**src/design/pcfd_pkg.sv**
```systemverilog
`timescale 1ns / 1ps

package pcfd_pkg;

  localparam int unsigned SampleWidth = 16;
  localparam int unsigned ErrWidth    = 17;
  localparam int unsigned GainWidth   = 24;
  localparam int unsigned PoleWidth   = 18;
  localparam int unsigned StateWidth  = 32;
  localparam int unsigned IdxWidth    = 4;
  localparam int unsigned DataWidth   = 32;
  localparam int unsigned PropWidth   = 41;
  localparam int unsigned IncWidth    = 42;
  localparam int unsigned DerivWidth  = 41;

  typedef enum logic [IdxWidth-1:0] {
    REG_PROP_GAIN       = 4'd0,
    REG_INTEGRAL_GAIN   = 4'd1,
    REG_DERIVATIVE_GAIN = 4'd2,
    REG_DERIVATIVE_POLE = 4'd3,
    REG_INTEGRAL_UPPER  = 4'd4,
    REG_INTEGRAL_LOWER  = 4'd5,
    REG_DRIVE_UPPER     = 4'd6,
    REG_DRIVE_LOWER     = 4'd7
  } reg_idx_t;

  typedef struct packed {
    logic signed [GainWidth-1:0]   prop_gain;
    logic signed [GainWidth-1:0]   integral_gain;
    logic signed [GainWidth-1:0]   derivative_gain;
    logic signed [PoleWidth-1:0]   derivative_pole;
    logic signed [StateWidth-1:0]  integral_upper;
    logic signed [StateWidth-1:0]  integral_lower;
    logic signed [SampleWidth-1:0] drive_upper;
    logic signed [SampleWidth-1:0] drive_lower;
  } cfg_t;

  // Products of the gains with terms that depend only on the sample and the previous sample.
  typedef struct packed {
    logic signed [PropWidth-1:0]  p;
    logic signed [IncWidth-1:0]   iinc;
    logic signed [DerivWidth-1:0] dinc;
  } front_t;

endpackage

```
**src/design/pcfd_front.sv**
```systemverilog
`timescale 1ns / 1ps

module pcfd_front import pcfd_pkg::*; (
  input  logic                          clk,
  input  logic                          rst_n,
  input  cfg_t                          cfg,
  input  logic                          take,
  input  logic signed [SampleWidth-1:0] measure,
  input  logic signed [SampleWidth-1:0] target,
  input  logic                          adv,
  output logic                          valid,
  output front_t                        data
);

  logic signed [ErrWidth-1:0]    last_err_r;
  logic signed [SampleWidth-1:0] last_meas_r;
  logic                          valid_r;
  logic                          valid_nxt;
  front_t                        data_r;
  front_t                        data_nxt;

  logic signed [ErrWidth-1:0]   err;
  logic signed [ErrWidth:0]     err_sum;
  logic signed [ErrWidth-1:0]   dmeas;

  assign err     = ErrWidth'(target) - ErrWidth'(measure);
  assign err_sum = (ErrWidth + 1)'(err) + (ErrWidth + 1)'(last_err_r);
  assign dmeas   = ErrWidth'(measure) - ErrWidth'(last_meas_r);

  always_comb begin
    data_nxt.p    = PropWidth'(cfg.prop_gain) * PropWidth'(err);
    data_nxt.iinc = IncWidth'(cfg.integral_gain) * IncWidth'(err_sum);
    data_nxt.dinc = DerivWidth'(cfg.derivative_gain) * DerivWidth'(dmeas);
  end

  always_comb begin
    valid_nxt = valid_r;
    if (take) begin
      valid_nxt = 1'b1;
    end else if (adv) begin
      valid_nxt = 1'b0;
    end
  end

  always_ff @(posedge clk) begin
    if (!rst_n) begin
      valid_r     <= 1'b0;
      last_err_r  <= '0;
      last_meas_r <= '0;
    end else begin
      valid_r <= valid_nxt;
      if (take) begin
        last_err_r  <= err;
        last_meas_r <= measure;
      end
    end
  end

  always_ff @(posedge clk) begin
    if (take) begin
      data_r <= data_nxt;
    end
  end

  assign valid = valid_r;
  assign data  = data_r;

endmodule

```
**config.mk**
```make
export PLATFORM = sky130hd
export DESIGN_NAME = pcfd_front
export DESIGN_NICKNAME = d
export VERILOG_FILES = /design/src/design/pcfd_pkg.sv /design/src/design/pcfd_front.sv
export SDC_FILE = /design/constraint.sdc
export NUM_CORES = 2
export LEC_CHECK = 0
export BUFFER_PORTS_ARGS = -buffer_cell sky130_fd_sc_hd__clkbuf_2
export CAP_MARGIN = 20
export CORE_AREA = 2 2 303 305
export DETAILED_ROUTE_END_ITERATION = 12
export DIE_AREA = 0 0 305 307
export PLACE_DENSITY = 0.75
export SYNTH_ARGS = -nofsm -noshare
export SYNTH_HDL_FRONTEND = slang
export SYNTH_SLANG_ARGS = --single-unit
```
**constraint.sdc**
```tcl
create_clock -name clk -period 18.9 [get_ports clk]
set_input_delay 1.89 -clock clk [delete_from_list [all_inputs] [get_ports clk]]
set_output_delay 1.89 -clock clk [all_outputs]
set_load 0.01 [all_outputs]
```
==> impl_metrics.env <==
export IMPL_clk_pin_slew_ns=0.08
export IMPL_hold_class="reg2reg"
export IMPL_initial_core_util_pct=56.2
export IMPL_grt_pass1_wl_um=204000
export IMPL_vias_per_cell=5.43
export IMPL_setup_violations=0
export IMPL_end_kind="flip-flop"
export IMPL_clock_path_buffers=2
export IMPL_antenna_found_initial=6
export IMPL_drtPass1Iterations=5
export IMPL_place_ws_ns=6.37
export IMPL_async_reset_ff_share_pct=0
export IMPL_crit_path_max_incr_delay_ns=0.58
export IMPL_die_area_um2=93600
export IMPL_rsz0062_at_grt="false"
export IMPL_start_kind="primary input"
export IMPL_grt_overflow_total=0
export IMPL_finalSetupTns_ns=0
export IMPL_grt_pass1_vias=39600
export IMPL_cts_buffers=17
export IMPL_clkSinkCount=158
export IMPL_required_ns=19.17
export IMPL_timing_rr_end="data[38]"
export IMPL_insertion_delay_ns=0.53
export IMPL_min_period_ns=12.08
export IMPL_timing_reg2reg_setup_slack_ns=9.25
export IMPL_drt_wl_total_um=122000
export IMPL_nNetsFinal=7261
export IMPL_synth_avg_cell_area_um2=9.53
export IMPL_drv_slew=0
export IMPL_postCtsSetupBuffers=0
export IMPL_cts_repair_resized=0
export IMPL_netlist_area_um2=51000
export IMPL_cp_arrival_ns=12.35
export IMPL_grt_max_degree=103
export IMPL_die_h_um=307
export IMPL_yosysSeqAreaShare_pct=8.63
export IMPL_dp_hpwl_um=96600
export IMPL_hold_buffers=0
export IMPL_synth_flop_cell="edfxtp_1"
export IMPL_cts_tree="yes"
export IMPL_cts_root_buf="clkbuf_16"
export IMPL_synth_fp_nets=7158
export IMPL_num_fill_cells=7642
export IMPL_hp_start="last_err_r[0]"
export IMPL_fin_crit_sh_pct=63.9
export IMPL_tightest_slew_ns=1.07
export IMPL_status="completed"
export IMPL_synth_edf_count=124
export IMPL_layout_setup_ws_ns=6.82
export IMPL_ys_ff_latch=158
export IMPL_routedWlPerCell_um=18.3
export IMPL_drive_gt1_share_pct=7.37
export IMPL_worst_path_most_repeated_cell="fa_1"
export IMPL_drcViolationCount=0
export IMPL_maxSlewHeadroom_pct=28.4
export IMPL_yosysWarningCount=0
export IMPL_core_um2=90700
export IMPL_drv_cap=0
export IMPL_portBuffers=232
export IMPL_rows=111
export IMPL_vias=36200
export IMPL_synthCells=5354
export IMPL_holdPathStages=2
export IMPL_grt_use_total_pct=27.7
export IMPL_hold_end="last_err_r[0]"
export IMPL_criticalPathCategory="in2reg"
export IMPL_reg2reg_depth=33
export IMPL_fp_dieW_um=305
export IMPL_crit_path_max_fanout=26
export IMPL_syn2layout_area_growth_pct=6.16
export IMPL_dr_first_iter_drc_count=1980
export IMPL_io_pins=347
export IMPL_hold_viol=0
export IMPL_r2r_start="last_meas_r[0]"
export IMPL_synth_cell_types=90
export IMPL_gp_congestion=0.924
export IMPL_fin_skew_ns=0.0217
export IMPL_slowest_stage="o211ai_1"
export IMPL_fmax_mhz=82.8
export IMPL_cts_max_level=4
export IMPL_antenna_left=0
worst max-delay path by stage:
stage / startpoint / end / cells after the start
after floorplan: target[0] / data[82] / 38
after global placement: measure[1] / data[81] / 41
after detailed placement: measure[1] / data[81] / 41
after CTS: measure[1] / data[81] / 41
after global routing: measure[1] / data[81] / 41
final: target[0] / data[81] / 42
flip-flops by register name, indices dropped and copies added (netlist names):
name / count
last_err_r: 17
valid: 1
data: 124
last_meas_r: 16
per-layer routing:
metal  GRT usage (%)  share of wire [%]  vias up
li1                -                  -    16100
met1            35.1                 39    18600
met2            46.6                 49     1237
met3            5.80                7.6      270
met4            11.3                4.3        2
met5               0              0.011        -
cell families after synthesis:
family | count (synthesis) | share of synthesized area, %
buffers and inverters | 1455 | 10.8
muxes | 35 | 0.694
DFF | 158 | 8.63
and+or+nand+nor | 1574 | 15.1
adders and majority gates | 1582 | 56.9
AOI/OAI and AO/OA | 391 | 5.18
xor gates and xnor gates | 159 | 2.74
layout by cell type (no fill, tap or decap), types with 11 or more instances in the layout:
cell type  instances
inv_1           1256
nor3b_1           21
clkbuf_2         231
clkbuf_16         17
nand2b_1          88
o21a_1            21
nor2_1           133
nand3_1           22
dfxtp_1           34
xnor2_2           22
or2_2             18
mux2i_1           32
a21o_1            62
buf_4             50
nor2b_1          118
o21ai_0           46
ha_1             352
a31oi_1           13
edfxtp_1         124
xor2_1            26
xnor2_1          105
and2_1           360
nand2_1          742
and3_1            11
nor3_1            19
fa_1            1230
a21oi_1          120
a211oi_1          12
o21bai_1          14
layout make-up:
cell class,count,area [um^2],area share [%]
clock inverters,14,181,0.335
flip-flops and latches,158,4400,8.13
repair buffers,283,1570,2.90
well taps,1186,1480,2.74
multi-input cells,3741,41400,76.4
diodes,4,10.0,0.0185
clock buffers,18,429,0.792
inverters,1256,4710,8.71
cell usage after synthesis (5+ instances only):
| cell | count | area share (%) |
|---|---|---|
| xor2_1 | 30 | 0.52 |
| o211ai_1 | 10 | 0.15 |
| buf_2 | 14 | 0.14 |
| a31oi_1 | 13 | 0.16 |
| a21o_1 | 62 | 0.91 |
| a21oi_2 | 5 | 0.086 |
| nand2_1 | 742 | 5.5 |
| a31o_2 | 7 | 0.12 |
| or2_2 | 18 | 0.22 |
| o31ai_1 | 6 | 0.088 |
| edfxtp_1 | 124 | 7.3 |
| a211oi_1 | 12 | 0.18 |
| mux2i_1 | 32 | 0.63 |
| fa_1 | 1230 | 48 |
| a211o_1 | 5 | 0.086 |
| a21oi_1 | 120 | 1.2 |
| nor3_1 | 20 | 0.20 |
| o21bai_1 | 14 | 0.21 |
| nand3_1 | 22 | 0.22 |
| nand2b_1 | 88 | 1.1 |
| and2_1 | 360 | 4.4 |
| o21ai_0 | 46 | 0.45 |
| clkbuf_1 | 179 | 1.3 |
| or3_1 | 7 | 0.086 |
| o21a_1 | 21 | 0.31 |
| o21ai_1 | 10 | 0.098 |
| inv_1 | 1256 | 9.2 |
| dfxtp_1 | 34 | 1.3 |
| and3_1 | 11 | 0.13 |
| nor3b_1 | 21 | 0.31 |
| nor2b_1 | 118 | 1.4 |
| xnor2_1 | 128 | 2.2 |
| ha_1 | 352 | 8.6 |
| nand4_1 | 7 | 0.086 |
| nor2_1 | 134 | 0.99 |
through the flow:
| stage | hold slack, ns | utilization, % | std cells | area (um^2) |
|---|---|---|---|---|
| 3_3_place_gp | 0.472 | 59.0 | 6623 | 53500 |
| 3_5_place_dp | 0.478 | 59.0 | 6623 | 53500 |
| 2_1_floorplan | 0.460 | - | 5354 | 51000 |
| 4_1_cts | 0.489 | 59.7 | 6655 | 54100 |
| 5_1_grt | 0.515 | 59.7 | 6660 | 54200 |
| 6_report | 0.491 | 59.7 | 6660 | 54200 |
critical path: cells and delay by family:
family / cells / cell delay, ns
compound gates: 14 / 3.68
xor+xnor: 2 / 0.29
fa+ha+maj: 10 / 4.26
buf+inv: 8 / 0.84
simple gates: 8 / 1.33
Power is not shown: default switching activity piles up to over one toggle a cycle in this logic, so the estimate is an artifact.
