<file path="src/design/pcfd_pkg.sv">
`timescale 1ns / 1ps

package pcfd_pkg;

  localparam int unsigned SampleWidth = 16;
  localparam int unsigned ErrWidth    = 17;
  localparam int unsigned GainWidth   = 24;
  localparam int unsigned PoleWidth   = 18;
  localparam int unsigned StateWidth  = 32;
  localparam int unsigned IdxWidth    = 4;
  localparam int unsigned DataWidth   = 32;
  localparam int unsigned PropWidth   = 41;
  localparam int unsigned IncWidth    = 42;
  localparam int unsigned DerivWidth  = 41;

  typedef enum logic [IdxWidth-1:0] {
    REG_PROP_GAIN       = 4'd0,
    REG_INTEGRAL_GAIN   = 4'd1,
    REG_DERIVATIVE_GAIN = 4'd2,
    REG_DERIVATIVE_POLE = 4'd3,
    REG_INTEGRAL_UPPER  = 4'd4,
    REG_INTEGRAL_LOWER  = 4'd5,
    REG_DRIVE_UPPER     = 4'd6,
    REG_DRIVE_LOWER     = 4'd7
  } reg_idx_t;

  typedef struct packed {
    logic signed [GainWidth-1:0]   prop_gain;
    logic signed [GainWidth-1:0]   integral_gain;
    logic signed [GainWidth-1:0]   derivative_gain;
    logic signed [PoleWidth-1:0]   derivative_pole;
    logic signed [StateWidth-1:0]  integral_upper;
    logic signed [StateWidth-1:0]  integral_lower;
    logic signed [SampleWidth-1:0] drive_upper;
    logic signed [SampleWidth-1:0] drive_lower;
  } cfg_t;

  // Products of the gains with terms that depend only on the sample and the previous sample.
  typedef struct packed {
    logic signed [PropWidth-1:0]  p;
    logic signed [IncWidth-1:0]   iinc;
    logic signed [DerivWidth-1:0] dinc;
  } front_t;

endpackage

</file>
<file path="src/design/pcfd_core.sv">
`timescale 1ns / 1ps

module pcfd_core import pcfd_pkg::*; (
  input  logic                           clk,
  input  logic                           rst_n,
  input  cfg_t                           cfg,
  input  logic                           in_valid,
  input  front_t                         in_data,
  input  logic                           out_ready,
  output logic                           adv,
  output logic                           out_valid,
  output logic signed [SampleWidth-1:0]  drive
);

  localparam int unsigned WideWidth = 48;
  localparam int unsigned ProdWidth = PoleWidth + StateWidth;
  localparam int unsigned SumWidth  = 42;
  localparam int unsigned QuotWidth = SumWidth - 16;

  function automatic logic signed [StateWidth-1:0] sat32(input logic signed [WideWidth-1:0] x);
    logic signed [WideWidth-1:0] hi;
    logic signed [WideWidth-1:0] lo;
    hi = WideWidth'(32'sh7FFF_FFFF);
    lo = WideWidth'(32'sh8000_0000);
    if (x > hi) begin
      sat32 = 32'sh7FFF_FFFF;
    end else if (x < lo) begin
      sat32 = 32'sh8000_0000;
    end else begin
      sat32 = x[StateWidth-1:0];
    end
  endfunction

  logic signed [StateWidth-1:0]  acc_r;
  logic signed [StateWidth-1:0]  acc_nxt;
  logic signed [StateWidth-1:0]  filt_r;
  logic signed [StateWidth-1:0]  filt_nxt;
  logic                          out_valid_r;
  logic                          out_valid_nxt;
  logic signed [SampleWidth-1:0] drive_r;
  logic signed [SampleWidth-1:0] drive_nxt;

  logic signed [StateWidth-1:0]  i_sat;
  logic signed [ProdWidth-1:0]   pole_prod;
  logic signed [ProdWidth-17:0]  pole_floor;
  logic signed [SumWidth-1:0]    sum;
  logic signed [SumWidth-1:0]    hi;
  logic signed [SumWidth-1:0]    lo;
  logic signed [SumWidth-1:0]    sum_c;
  logic signed [QuotWidth-1:0]   quot;
  logic                          round_up;

  assign adv = in_valid && (!out_valid_r || out_ready);

  assign i_sat = sat32(WideWidth'(acc_r) + WideWidth'(in_data.iinc));

  always_comb begin
    if (i_sat > cfg.integral_upper) begin
      acc_nxt = cfg.integral_upper;
    end else if (i_sat < cfg.integral_lower) begin
      acc_nxt = cfg.integral_lower;
    end else begin
      acc_nxt = i_sat;
    end
  end

  // The arithmetic shift of the pole product floors toward minus infinity.
  assign pole_prod  = ProdWidth'(cfg.derivative_pole) * ProdWidth'(filt_r);
  assign pole_floor = signed'(pole_prod[ProdWidth-1:16]);
  assign filt_nxt   = sat32(WideWidth'(in_data.dinc) + WideWidth'(pole_floor));

  assign sum = SumWidth'(in_data.p) + SumWidth'(acc_nxt) + SumWidth'(filt_nxt);
  assign hi  = SumWidth'(cfg.drive_upper) <<< 16;
  assign lo  = SumWidth'(cfg.drive_lower) <<< 16;

  always_comb begin
    if (sum > hi) begin
      sum_c = hi;
    end else if (sum < lo) begin
      sum_c = lo;
    end else begin
      sum_c = sum;
    end
  end

  // Truncation toward zero: a negative value with a fraction moves up by one.
  assign round_up  = sum_c[SumWidth-1] && (sum_c[15:0] != 16'h0);
  assign quot      = signed'(sum_c[SumWidth-1:16]) + QuotWidth'(round_up);
  assign drive_nxt = quot[SampleWidth-1:0];

  always_comb begin
    out_valid_nxt = out_valid_r;
    if (adv) begin
      out_valid_nxt = 1'b1;
    end else if (out_ready) begin
      out_valid_nxt = 1'b0;
    end
  end

  always_ff @(posedge clk) begin
    if (!rst_n) begin
      acc_r       <= '0;
      filt_r      <= '0;
      out_valid_r <= 1'b0;
    end else begin
      out_valid_r <= out_valid_nxt;
      if (adv) begin
        acc_r  <= acc_nxt;
        filt_r <= filt_nxt;
      end
    end
  end

  always_ff @(posedge clk) begin
    if (adv) begin
      drive_r <= drive_nxt;
    end
  end

  assign out_valid = out_valid_r;
  assign drive     = drive_r;

endmodule

</file>
<file path="config.mk">
export PLATFORM = sky130hd
export DESIGN_NAME = pcfd_core
export DESIGN_NICKNAME = d
export VERILOG_FILES = /design/src/design/pcfd_pkg.sv /design/src/design/pcfd_core.sv
export SDC_FILE = /design/constraint.sdc
export NUM_CORES = 2
export LEC_CHECK = 0
export BUFFER_PORTS_ARGS = -buffer_cell sky130_fd_sc_hd__buf_4
export CORE_UTILIZATION = 63
export DETAILED_ROUTE_END_ITERATION = 10
export HOLD_SLACK_MARGIN = 0.15
export PLACE_DENSITY = 0.84
export RECOVER_POWER = 100
export SKIP_LAST_GASP = 1
export SYNTH_ARGS = -nofsm -noshare
export SYNTH_HDL_FRONTEND = slang
export SYNTH_SLANG_ARGS = --single-unit
</file>
<file path="constraint.sdc">
create_clock -name clk -period 21.1 [get_ports clk]
set_clock_uncertainty 0.1 [all_clocks]
set_input_delay 3.165 -clock clk [delete_from_list [all_inputs] [get_ports clk]]
set_output_delay 3.165 -clock clk [all_outputs]
set_load 0.005 [all_outputs]
</file>
==> out/metrics.csv <==
metric;value;unit
outcome;finished, violations left;
violated_checks;max-capacitance violations, max-slew violations;
detail_route.vias_per_cell;5.98;
final.fill_count;4320;
place_congestion;0.992;
totalWireLength;96400;um
min_path_cells;1;
synthesis.nets;5474;
numCtsBuffers;9;
cp_num_cells;72;
timing.slew.headroom;-135;%
row_count;85;
initial_utilization;64.2;%
worst_setup_hold_path_clk_slew;70;ps
finalSetupTns;0;ps
ys.flop_type;sky130_fd_sc_hd__dfxtp_1;
synth_async_sr_flop_share;0;%
synthCells;4206;
rr_worst_depth;73;
antenna_left;0;
ys_warn_count;0;
cell_taking_the_most_area_after_synthesis;sky130_fd_sc_hd__fa_1;
rr_startpoint;filt_r[11];
grt_max_degree;73;
grt_pass1_vias;31000;
die_y;237;um
setup.worst_path.class;in -> reg;
holdPathEnd;filt_r[7];
drc_errors;0;
area.growth.synth_to_final;8.19;%
post_syn_area;34700;sq um
post-place-cells;5021;
antenna_cells;0;
crit_fanout;23;
dieWidth;237;um
boundaryPins;332;
drtIter0Drc;2424;
share_of_final_layout_standard_cells_stronger_than_drive_strength_1;9.51;%
place.port_buffers;259;
count_of_non_filler_cells_in_the_finished_layout;5038;
syn_avg_cell_area;8.26;sq um
critical_path.slowest_cell;sky130_fd_sc_hd__o41a_1;
drt_pre_antenna_iters;5;
wire_length_of_the_first_global_routing_pass;157000;um
clk-insertion-delay-late;370;ps
antenna_found_initial;1;
global_route.usage.total;35.4;%
cts.htree.levels;3;
crit_arrival;20180;ps
cts.sink_count;81;
post-synth-top-count-cell;sky130_fd_sc_hd__inv_1;
fin_crit;20170;ps
final_nets;5605;
number_of_distinct_library_cells_after_synthesis;81;
max-clock-path-buffers;2;
max-cap-violations;4;
post_synth_main_area_contributors;sky130_fd_sc_hd__fa_1, sky130_fd_sc_hd__ha_1, sky130_fd_sc_hd__inv_1, sky130_fd_sc_hd__nand2_1, sky130_fd_sc_hd__dfxtp_1;
synth.ff_latch_count;81;
maxClockFrequency;49.6;MHz
clock_tree.root_cell;sky130_fd_sc_hd__clkbuf_16;
ys_top_cells_by_count;sky130_fd_sc_hd__inv_1, sky130_fd_sc_hd__fa_1, sky130_fd_sc_hd__nand2_1;
detailedPlacementHpwl;80000;um
worstHoldStart;filt_r[7];
global_route.overflow_total;0;
crit_path_end_kind;flop;
count_of_flip_flops_with_a_built_in_enable_after_synthesis;16;
num_vias;30100;
cts_tree;yes;
critical_path.top_delay_family;compound AO/OA/AOI/OAI gates;
worst-r2r-setup-slack;3230;ps
timing.critical_path.required;21120;ps
cp_slowest_stage_delay;600;ps
final.period_utilization;95.6;%
r2r-end;drive[15];
synth-seq-area-share;5.13;%
routed_wire_length_per_instance;19.1;um
post-synth-top-area-fraction;34.4;%
critical_path_buf_inv_count;11;
critical_path.startpoint_type;input port;
timing_worst_slew_pin_value;3530;ps
maxSlewViolCount;223;
min-delay-path-class;reg -> reg;
floorplan.core_area;54100;sq um
design.die.area;56100;sq um
hold_viol;0;
path_common_cell;sky130_fd_sc_hd__fa_1;
final-setup-viol-count;0;
placed cells by master, fill, tap and decap left out, types with 21 or more instances in the layout:
cell type,synthesis,final
sky130_fd_sc_hd__o21a_1,42,42
sky130_fd_sc_hd__nand2b_1,34,34
sky130_fd_sc_hd__and3_1,24,24
sky130_fd_sc_hd__nand4_1,44,44
sky130_fd_sc_hd__o221a_2,31,31
sky130_fd_sc_hd__dfxtp_1,65,65
sky130_fd_sc_hd__mux2_2,30,30
sky130_fd_sc_hd__inv_1,854,853
sky130_fd_sc_hd__o211ai_1,21,21
sky130_fd_sc_hd__nand2_1,514,514
sky130_fd_sc_hd__nand3_1,50,50
sky130_fd_sc_hd__a211oi_1,25,23
sky130_fd_sc_hd__buf_4,0,288
sky130_fd_sc_hd__and2_1,188,188
sky130_fd_sc_hd__nor3_1,43,43
sky130_fd_sc_hd__o21ai_0,110,104
sky130_fd_sc_hd__nor2_1,188,188
sky130_fd_sc_hd__fa_1,596,596
sky130_fd_sc_hd__mux2i_1,40,39
sky130_fd_sc_hd__xnor2_1,108,108
sky130_fd_sc_hd__o221ai_1,30,30
sky130_fd_sc_hd__xor2_1,43,43
sky130_fd_sc_hd__a21oi_1,191,189
sky130_fd_sc_hd__a21o_1,124,124
sky130_fd_sc_hd__nor2b_1,36,36
sky130_fd_sc_hd__ha_1,358,357
sequential cells by signal, indices dropped and copies added (netlist names):
| name | flops |
|---|---|
| acc_r | 32 |
| filt_r | 32 |
| drive | 16 |
| out_valid | 1 |
worst max-delay path by stage:
stage | start | end | slack (ps)
6_report | cfg[113] | drive[15] | 930
5_1_grt | cfg[113] | drive[15] | -4
4_1_cts | cfg[113] | drive[15] | 310
3_5_place_dp | cfg[113] | drive[15] | 20
3_3_place_gp | cfg[113] | drive[15] | 100
2_1_floorplan | cfg[113] | drive[4] | 2430
per-stage QoR:
step | worst slack [ps] | instance area, sq um | hold slack (ps) | utilization, %
after floorplan | 2430 | 34700 | 397 | -
after global placement | 96.6 | 37200 | 419 | 68.7
after detailed placement | 20.7 | 37200 | 424 | 68.7
after CTS | 305 | 37500 | 440 | 69.4
after global routing | -4.34 | 37600 | 446 | 69.4
final | 932 | 37600 | 438 | 69.4
kinds of logic after synthesis:
kind of cell | after synthesis | share of synthesized area [%]
adders and majority gates | 954 | 47.3
muxes | 73 | 2.22
AOI/OAI and AO/OA | 714 | 14.1
xor gates and xnor gates | 151 | 3.81
buffers and inverters | 1048 | 11.4
DFF | 81 | 5.13
and+or+nand+nor | 1185 | 16.1
routing by layer:
layer,track usage (%),vias up,part of all wire [%]
met5,0,-,0.011
met4,16.3,2,5.1
met2,58.0,1338,47
met3,5.70,290,8.0
met1,46.0,14800,40
li1,-,13700,-
final cells by class:
type / count / area [sq um] / share of cell area, %
timing repair buffer: 313 / 2320 / 6.17
sequential: 81 / 1780 / 4.74
clock inverter: 6 / 91.3 / 0.243
tap: 696 / 871 / 2.32
inverter: 855 / 3210 / 8.55
clock buffer: 10 / 239 / 0.636
multi-input combinational: 3077 / 29100 / 77.3
timing repair:
item                       4_1_cts  5_1_grt
resized for setup                0       20
hold buffers                     0        0
setup buffers                    0        1
setup endpoints to repair        0       16
Power is not shown: default switching activity piles up to over one toggle a cycle in this logic, so the estimate is an artifact.
