**config.mk**
```make
export PLATFORM = sky130hd
export DESIGN_NAME = pcfd_regs
export DESIGN_NICKNAME = d
export VERILOG_FILES = /design/src/design/pcfd_pkg.sv /design/src/design/pcfd_regs.sv
export SDC_FILE = /design/constraint.sdc
export NUM_CORES = 1
export LEC_CHECK = 0
export BUFFER_PORTS_ARGS = -buffer_cell sky130_fd_sc_hd__buf_2
export CORE_ASPECT_RATIO = 1.75
export CORE_UTILIZATION = 47
export CTS_BUF_LIST = sky130_fd_sc_hd__clkbuf_2
export CTS_CLUSTER_DIAMETER = 80
export DETAILED_ROUTE_END_ITERATION = 10
export MAX_ROUTING_LAYER = met4
export PLACE_DENSITY = 0.86
export SLEW_MARGIN = 20
export SYNTH_ARGS = -nofsm -noshare
export SYNTH_HDL_FRONTEND = slang
export SYNTH_SLANG_ARGS = --single-unit
```
**constraint.sdc**
```tcl
create_clock -name clk -period 1.2 [get_ports clk]
set_input_delay 0.12 -clock clk [delete_from_list [all_inputs] [get_ports clk]]
set_output_delay 0.12 -clock clk [all_outputs]
set_load 0.005 [all_outputs]
```
**src/design/pcfd_pkg.sv**
```systemverilog
`timescale 1ns / 1ps

package pcfd_pkg;

  localparam int unsigned SampleWidth = 16;
  localparam int unsigned ErrWidth    = 17;
  localparam int unsigned GainWidth   = 24;
  localparam int unsigned PoleWidth   = 18;
  localparam int unsigned StateWidth  = 32;
  localparam int unsigned IdxWidth    = 4;
  localparam int unsigned DataWidth   = 32;
  localparam int unsigned PropWidth   = 41;
  localparam int unsigned IncWidth    = 42;
  localparam int unsigned DerivWidth  = 41;

  typedef enum logic [IdxWidth-1:0] {
    REG_PROP_GAIN       = 4'd0,
    REG_INTEGRAL_GAIN   = 4'd1,
    REG_DERIVATIVE_GAIN = 4'd2,
    REG_DERIVATIVE_POLE = 4'd3,
    REG_INTEGRAL_UPPER  = 4'd4,
    REG_INTEGRAL_LOWER  = 4'd5,
    REG_DRIVE_UPPER     = 4'd6,
    REG_DRIVE_LOWER     = 4'd7
  } reg_idx_t;

  typedef struct packed {
    logic signed [GainWidth-1:0]   prop_gain;
    logic signed [GainWidth-1:0]   integral_gain;
    logic signed [GainWidth-1:0]   derivative_gain;
    logic signed [PoleWidth-1:0]   derivative_pole;
    logic signed [StateWidth-1:0]  integral_upper;
    logic signed [StateWidth-1:0]  integral_lower;
    logic signed [SampleWidth-1:0] drive_upper;
    logic signed [SampleWidth-1:0] drive_lower;
  } cfg_t;

  // Products of the gains with terms that depend only on the sample and the previous sample.
  typedef struct packed {
    logic signed [PropWidth-1:0]  p;
    logic signed [IncWidth-1:0]   iinc;
    logic signed [DerivWidth-1:0] dinc;
  } front_t;

endpackage

```
**src/design/pcfd_regs.sv**
```systemverilog
`timescale 1ns / 1ps

module pcfd_regs import pcfd_pkg::*; (
  input  logic                 clk,
  input  logic                 rst_n,
  input  logic                 we,
  input  logic [IdxWidth-1:0]  index,
  input  logic [DataWidth-1:0] data,
  output cfg_t                 cfg
);

  cfg_t cfg_r;
  cfg_t cfg_nxt;

  always_comb begin
    cfg_nxt = cfg_r;
    if (we) begin
      case (index)
        REG_PROP_GAIN:       cfg_nxt.prop_gain       = signed'(data[GainWidth-1:0]);
        REG_INTEGRAL_GAIN:   cfg_nxt.integral_gain   = signed'(data[GainWidth-1:0]);
        REG_DERIVATIVE_GAIN: cfg_nxt.derivative_gain = signed'(data[GainWidth-1:0]);
        REG_DERIVATIVE_POLE: cfg_nxt.derivative_pole = signed'(data[PoleWidth-1:0]);
        REG_INTEGRAL_UPPER:  cfg_nxt.integral_upper  = signed'(data[StateWidth-1:0]);
        REG_INTEGRAL_LOWER:  cfg_nxt.integral_lower  = signed'(data[StateWidth-1:0]);
        REG_DRIVE_UPPER:     cfg_nxt.drive_upper     = signed'(data[SampleWidth-1:0]);
        REG_DRIVE_LOWER:     cfg_nxt.drive_lower     = signed'(data[SampleWidth-1:0]);
        default:             cfg_nxt = cfg_r;
      endcase
    end
  end

  always_ff @(posedge clk) begin
    if (!rst_n) begin
      cfg_r.prop_gain       <= '0;
      cfg_r.integral_gain   <= '0;
      cfg_r.derivative_gain <= '0;
      cfg_r.derivative_pole <= '0;
      cfg_r.integral_upper  <= 32'sh7FFF_FFFF;
      cfg_r.integral_lower  <= 32'sh8000_0000;
      cfg_r.drive_upper     <= 16'sh7FFF;
      cfg_r.drive_lower     <= 16'sh8000;
    end else begin
      cfg_r <= cfg_nxt;
    end
  end

  assign cfg = cfg_r;

endmodule

```
==> impl_metrics.toml, run 1 <==
[sta]
setup_viol = 266
finalCriticalPeriod_ps = 1469
slew_headroom = 0.3836
rsz0062_at_grt = "yes"
fin_skew_ps = 0
finalSetupTns_ps = -33330
tightest_slew_ps = 924.6
finalHoldViolations = 0
slew_viol_final = 0
setup_slack_ps = -268.8
fmax_ghz = 0.6808
holdWs_ps = 51.80
min_period_over_period = 1.224

[floorplan]
die_w_microns = 94.32
pin_count = 225
start_util = 0.4854
core_area_sq_um = 14440
die_h_microns = 163.6
rows = 58
die-area_sq_um = 15430

[cts]
cts_buffer_depth = 2
clk_latency_ps = 700
numCtsBuffers = 17
root_buffer = "clkbuf_2"
cts_tree = "built"
clk_pin_slew_ps = 250
cts_sinks = 186
htreeDepth = 4

[setup_path]
slowest_delay_ps = 650
crit_path_end = "cfg[96]"
worstSetupPathType = "input port to register"
r2r-start = "cfg[92]"
reg2reg_slack_ps = 20
start_kind = "input port"
crit_required_ps = 1840
worstPathArrival_ps = 2110
crit_chain = "buf_2 > dlygate4sd3_1 > nor3b_2 > buf_4 > and3_1 > buf_12 > mux2i_1"
path_buf_inv = 4
crit_path_max_fanout = 18
cp-end-kind = "register"
cp-startpoint = "index[2]"
cp_num_cells = 7
reg2regPathDepth = 3
r2r-end = "cfg[92]"
slowest_stage = "dlygate4sd3_1"
crit_family = "buffers and inverters"

[logic_synthesis]
syn_inst = 703
ys_ff_latch = 186
seq_area_frac_synth = 0.5312
ys.warnings.count = 0
syn_area_sq_um = 7009
synth.distinct_cells = 26
synth.avg_cell_area_sq_um = 9.970
syn-num-nets = 742

[cells_and_area]
largest_register_ffs = 186
fillCellCount = 844
final_common_cell = "dfxtp_2"
syn2layout_area_growth_pct = 58.87
mostFrequentLayoutCells = "dfxtp_2, nand2_1, mux2i_1"
fin_area_sq_um = 11140
drive_above_1_share = 0.4806
utilization = 0.7711
nets = 1112

[place]
dpl_cell_area_sq_um = 8541
dp_hpwl_mm = 13.57
io_buffers = 224
gp_congestion = 0.8705

[pwr]
power.density_nw_per_um2 = 985.4
p_leak_nw = 5.273
ir_worst_vdd_mv = 0.7347

[route]
initialDrtViolationCount = 403
drc = 0
drtAntennaViolNets = 0
wl_per_cell_microns = 21.60
vias = 6961
vias_per_cell = 5.503
drt-pass1-iter-count = 5
routed_wirelength_mm = 27.32

[global_routing]
top_usage_layer = "met2"
grt_use_met2 = 0.5916
grt_use_met3 = 0.06425
grt_pass1_vias = 7231
grt_max_degree = 33
use_met1 = 0.3535
antenna_found_initial = 1
grt_pass1_wl_mm = 38.62
grtUsageTotal = 0.3431
grt_overflow = 0

[run_status]
outcome = "finished with violations"
violations = "negative setup slack"

[flow_run]
maxCapViolCount = 0

[worst_hold_path]
min_path_type = "input port to register"
==> per-layer routing <==
layer | share of wire | wire [microns]
met1 | 0.35 | 9610
met2 | 0.53 | 14470
met3 | 0.056 | 1527
met4 | 0.063 | 1714
met5 | 0 | 0
==> stage by stage <==
step	setup WS (ps)	power [mW]	std cells
floorplan	53.45	6.826	703
global placement	-48.50	7.197	1091
detailed placement	-93.81	7.211	1091
CTS	-245.2	10.79	1260
global route	-283.6	11.32	1265
finish	-268.8	10.97	1265
==> synth_stat cells <==
master	count	area, sq um
buf_4	7	52.55
nand2_2	3	18.77
nor3b_1	1	7.510
buf_2	8	40.04
and3b_1	1	8.760
and3_4	1	11.26
nor3b_2	1	12.51
clkbuf_1	29	108.9
o211ai_1	16	120.1
and3_1	1	6.260
nor2_1	1	3.750
nand2b_1	16	100.1
nand3_1	15	75.07
a21oi_1	32	160.2
and2b_1	1	7.510
buf_8	1	15.01
nand2_1	170	638.1
mux2i_1	154	1541
dfxtp_1	186	3724
nor2b_1	32	200.2
buf_6	5	56.30
nor3_2	1	10.01
inv_1	16	60.06
buf_1	2	7.510
nand4b_1	1	8.760
nand3b_1	2	15.01
==> worst reg2reg max path: stages, from the launching register on <==
cell and delay, ps:
dfxtp_2 400, inv_1 40, o211ai_1 150, dlygate4sd3_1 560
==> power breakdown <==
part	switching (mW)	internal [mW]	total, mW
registers	0.0616	6.29	6.35
logic	0.602	0.627	1.23
clock network	2.23	1.17	3.40
==> logic make-up (layout without fill, tap and decap cells) <==
family                 count (synthesis)  in the layout  synth area share
AO/OA/AOI/OAI                         48             48           0.03999
flip-flops                           186            186            0.5312
AND/OR/NAND/NOR                      247            247            0.1603
multiplexers                         154            154            0.2199
other                                  0              1                 0
buffers and inverters                 68            449           0.04855
==> area by class of cell <==
type / count / area, sq um / area share
Antenna cell: 1 / 2.502 / 0.0002247
Clock buffer: 19 / 95.09 / 0.008539
Clock inverter: 11 / 146.4 / 0.01315
Inverter: 16 / 60.06 / 0.005393
Multi-Input combinational cell: 449 / 2973 / 0.2670
Sequential cell: 186 / 3956 / 0.3553
Tap cell: 180 / 225.2 / 0.02022
Timing Repair Buffer: 403 / 3677 / 0.3302
==> how the worst min path moves through the flow <==
stage	start	endpoint	slack, ps	depth (start not counted)
after floorplan	data[24]	cfg[56]	260	2
after global placement	data[28]	cfg[92]	380	3
after detailed placement	data[17]	cfg[81]	390	3
after CTS	index[3]	cfg[71]	-0.1	6
after global routing	index[2]	cfg[87]	20	6
final	rst_n	cfg[139]	50	4
==> what timing repair did <==
| item | in CTS | in global routing |
|---|---|---|
| hold endpoints to repair | 186 | 74 |
| resized for setup | 247 | 66 |
| setup endpoints to repair | 186 | 258 |
| buffers inserted | 11 | 23 |
| cloned | 0 | 1 |
| pin swaps | 0 | 2 |
| hold buffers | 128 | 6 |
(Power assumes the default switching activity.)
==> run 2: changes to the inputs <==
BUFFER_PORTS_ARGS = unset   (was -buffer_cell sky130_fd_sc_hd__buf_2)
CORE_UTILIZATION = 59   (was 47)
DONT_BUFFER_PORTS = 1   (was unset)
==> impl_metrics.toml, run 2 <==
[place]
gp_congestion = 0.8452
io_buffers = 0
dp_hpwl_mm = 12.21
pre_cts_slack_ps = -10.03
dpl.cell_count = 801
dpl_cell_area_sq_um = 7112

[cts]
cts_sinks = 186
root_buffer = "clkbuf_2"
cts-hold-fix-buffers = 167
cts_buffer_depth = 2
ctsResizeCount = 189
numCtsBuffers = 17
htreeDepth = 4
post_cts.repair.setup_buffers = 0

[logic_synthesis]
synth.area.top_cells = "dfxtp_1, mux2i_1, nand2_1"
syn_area_sq_um = 7009
synthMostInstantiatedCell = "dfxtp_1"
syn_inst = 703
synth_edf_count = 0
ys.flop_type = "dfxtp_1"
ys.warnings.count = 0
syn-num-nets = 742
ys_top_cells_by_count = "dfxtp_1, nand2_1, mux2i_1"
synth.avg_cell_area_sq_um = 9.970
ys_async_sr_fraction = 0
yosysTopAreaCellShare = 0.5312
ys_ff_latch = 186
seq_area_frac_synth = 0.5312
yosysTopAreaCell = "dfxtp_1"
synth.distinct_cells = 26

[floorplan]
die_h_microns = 146.2
pin_count = 225
start_util = 0.6052
die_w_microns = 84.39
rows = 52

[run_status]
stop_stage = "clock tree synthesis"
tool.error = "[ERROR RSZ-0060] Max buffer count reached."
outcome = "aborted with a tool error"
==> run 2: kinds of logic after synthesis <==
group | count (synthesis) | synth area share
AO/OA/AOI/OAI | 48 | 0.03999
buffers and inverters | 68 | 0.04855
flip-flops | 186 | 0.5312
multiplexers | 154 | 0.2199
AND/OR/NAND/NOR | 247 | 0.1603
==> run 2: through the flow <==
stage            util  setup TNS [ps]
3_3_place_gp   0.6141               0
2_1_floorplan       -               0
3_5_place_dp   0.6141          -16.14
==> run 3: changes to the inputs <==
CORE_ASPECT_RATIO = unset   (was 1.75)
CORE_UTILIZATION = 40   (was 59)
CTS_BUF_LIST = unset   (was sky130_fd_sc_hd__clkbuf_2)
CTS_CLUSTER_DIAMETER = unset   (was 80)
MAX_ROUTING_LAYER = unset   (was met4)
PLACE_DENSITY = unset   (was 0.86)
PLACE_DENSITY_LB_ADDON = 0.15   (was unset)
clock period = 1.6 ns   (was 1.2 ns; I/O delays follow)
==> impl_metrics.toml, run 3 (synthesis results as in run 1) <==
[cells_and_area]
mostFrequentLayoutCells = "dfxtp_1, nand2_1, dlygate4sd3_1"
antenna_cells = 0
fillCellCount = 1523
seq_area_sq_um = 3724
final_common_cell = "dfxtp_1"
multi_input_area_sq_um = 2959
fin_area_sq_um = 9333
drive_above_1_share = 0.06221
largest_register_ffs = 186
nets = 878
syn2layout_area_growth_pct = 33.15

[setup_path]
crit_path_end = "cfg[60]"
r2r-start = "cfg[17]"
cp-end-kind = "register"
reg2reg_slack_ps = 320
worstPathArrival_ps = 1720
start_kind = "input port"
worstSetupPathType = "input port to register"
cp-startpoint = "index[3]"
crit_path_max_fanout = 32
r2r-end = "cfg[17]"
reg2regPathDepth = 3
crit_required_ps = 1970

[sta]
finalSetupTns_ps = 0
finalHoldViolations = 0
setup_slack_ps = 251.9
slew_viol_final = 0
tightest_slew_ps = 483.7
fmax_ghz = 0.7418
finalCriticalPeriod_ps = 1348
min_period_over_period = 0.8426
fin_skew_ps = 0
rsz0062_at_grt = "no"
setup_viol = 0
slew_headroom = 0.6775

[cts]
post_cts.repair.setup_buffers = 0
clk_latency_ps = 420
cts_tree = "built"
clk_pin_slew_ps = 70
ctsResizeCount = 0
cts_sinks = 186
numCtsBuffers = 17
root_buffer = "clkbuf_16"
cts_buffer_depth = 2
htreeDepth = 4

[floorplan]
die-area_sq_um = 18060
pin_count = 225
rows = 48
core_area_sq_um = 17180
die_h_microns = 134.4
die_w_microns = 134.4
start_util = 0.4081

[route]
routed_wirelength_mm = 21.37
initialDrtViolationCount = 229
vias_per_cell = 5.160
drc = 0
vias = 5557
wl_per_cell_microns = 19.84
drt-pass1-iter-count = 5
drtAntennaViolNets = 0

[global_routing]
antenna_found_initial = 0
grtUsageTotal = 0.2386
grt_max_degree = 167
grt_pass1_wl_mm = 32.71
grt_pass1_vias = 5855
grt_overflow = 0

[place]
gp_congestion = 0.8113
pre_cts_slack_ps = 293.8
dpl_cell_area_sq_um = 7159
io_buffers = 0
dp_hpwl_mm = 12.64

[flow_run]
maxCapViolCount = 0

[run_status]
outcome = "finished clean"

[pwr]
power.density_nw_per_um2 = 1013
ir_worst_vdd_mv = 0.7308
p_leak_nw = 3.705

[worst_hold_path]
min_path_type = "input port to register"
min_path_cells = 2
run 3: critical path, stage by stage:
cell           delay, ps
nand3b_1             210
nor3b_2              280
buf_12               290
mux2i_1              210
dlygate4sd3_1        560
run 3: worst min path at each step:
stage                     startpoint        to
after global routing           rst_n   cfg[29]
final                          rst_n   cfg[28]
after global placement         rst_n   cfg[82]
after floorplan             data[24]   cfg[56]
after CTS                      rst_n  cfg[137]
after detailed placement       rst_n   cfg[81]
run 3: area by class of cell:
class	count	share of cell area
Clock buffer	20	0.04893
Inverter	16	0.006435
Clock inverter	12	0.01475
Sequential cell	186	0.3990
Timing Repair Buffer	169	0.1837
Tap cell	225	0.03016
Multi-Input combinational cell	449	0.3171
run 3: through the flow:
| step | power [mW] | util | instances | hold WS, ps |
|---|---|---|---|---|
| finish | 9.458 | 0.5433 | 1077 | 33.80 |
| global route | 9.772 | 0.5433 | 1077 | 24.49 |
| CTS | 9.549 | 0.5457 | 1081 | 0.3839 |
| detailed placement | 5.149 | 0.4168 | 889 | 284.1 |
| global placement | 5.141 | 0.4168 | 889 | 269.7 |
| floorplan | 5.119 | - | 703 | 302.1 |
run 3: repair_timing:
item,4_1_cts,5_1_grt
endpoints found under the setup margin,0,5
hold buffers,160,1
endpoints found under the hold margin,186,4
run 3: routing by layer:
layer	GRT usage	vias up	part of all wire
met3	0.1005	45	0.10
li1	-	2602	-
met1	0.2547	2692	0.38
met2	0.4033	218	0.49
met5	0	-	0
met4	0.1205	0	0.033
run 3: power breakdown:
group | switching, mW | internal, mW
registers | 0.0566 | 4.69
logic | 0.238 | 0.212
clock network | 1.85 | 2.41
total | 2.14 | 7.31
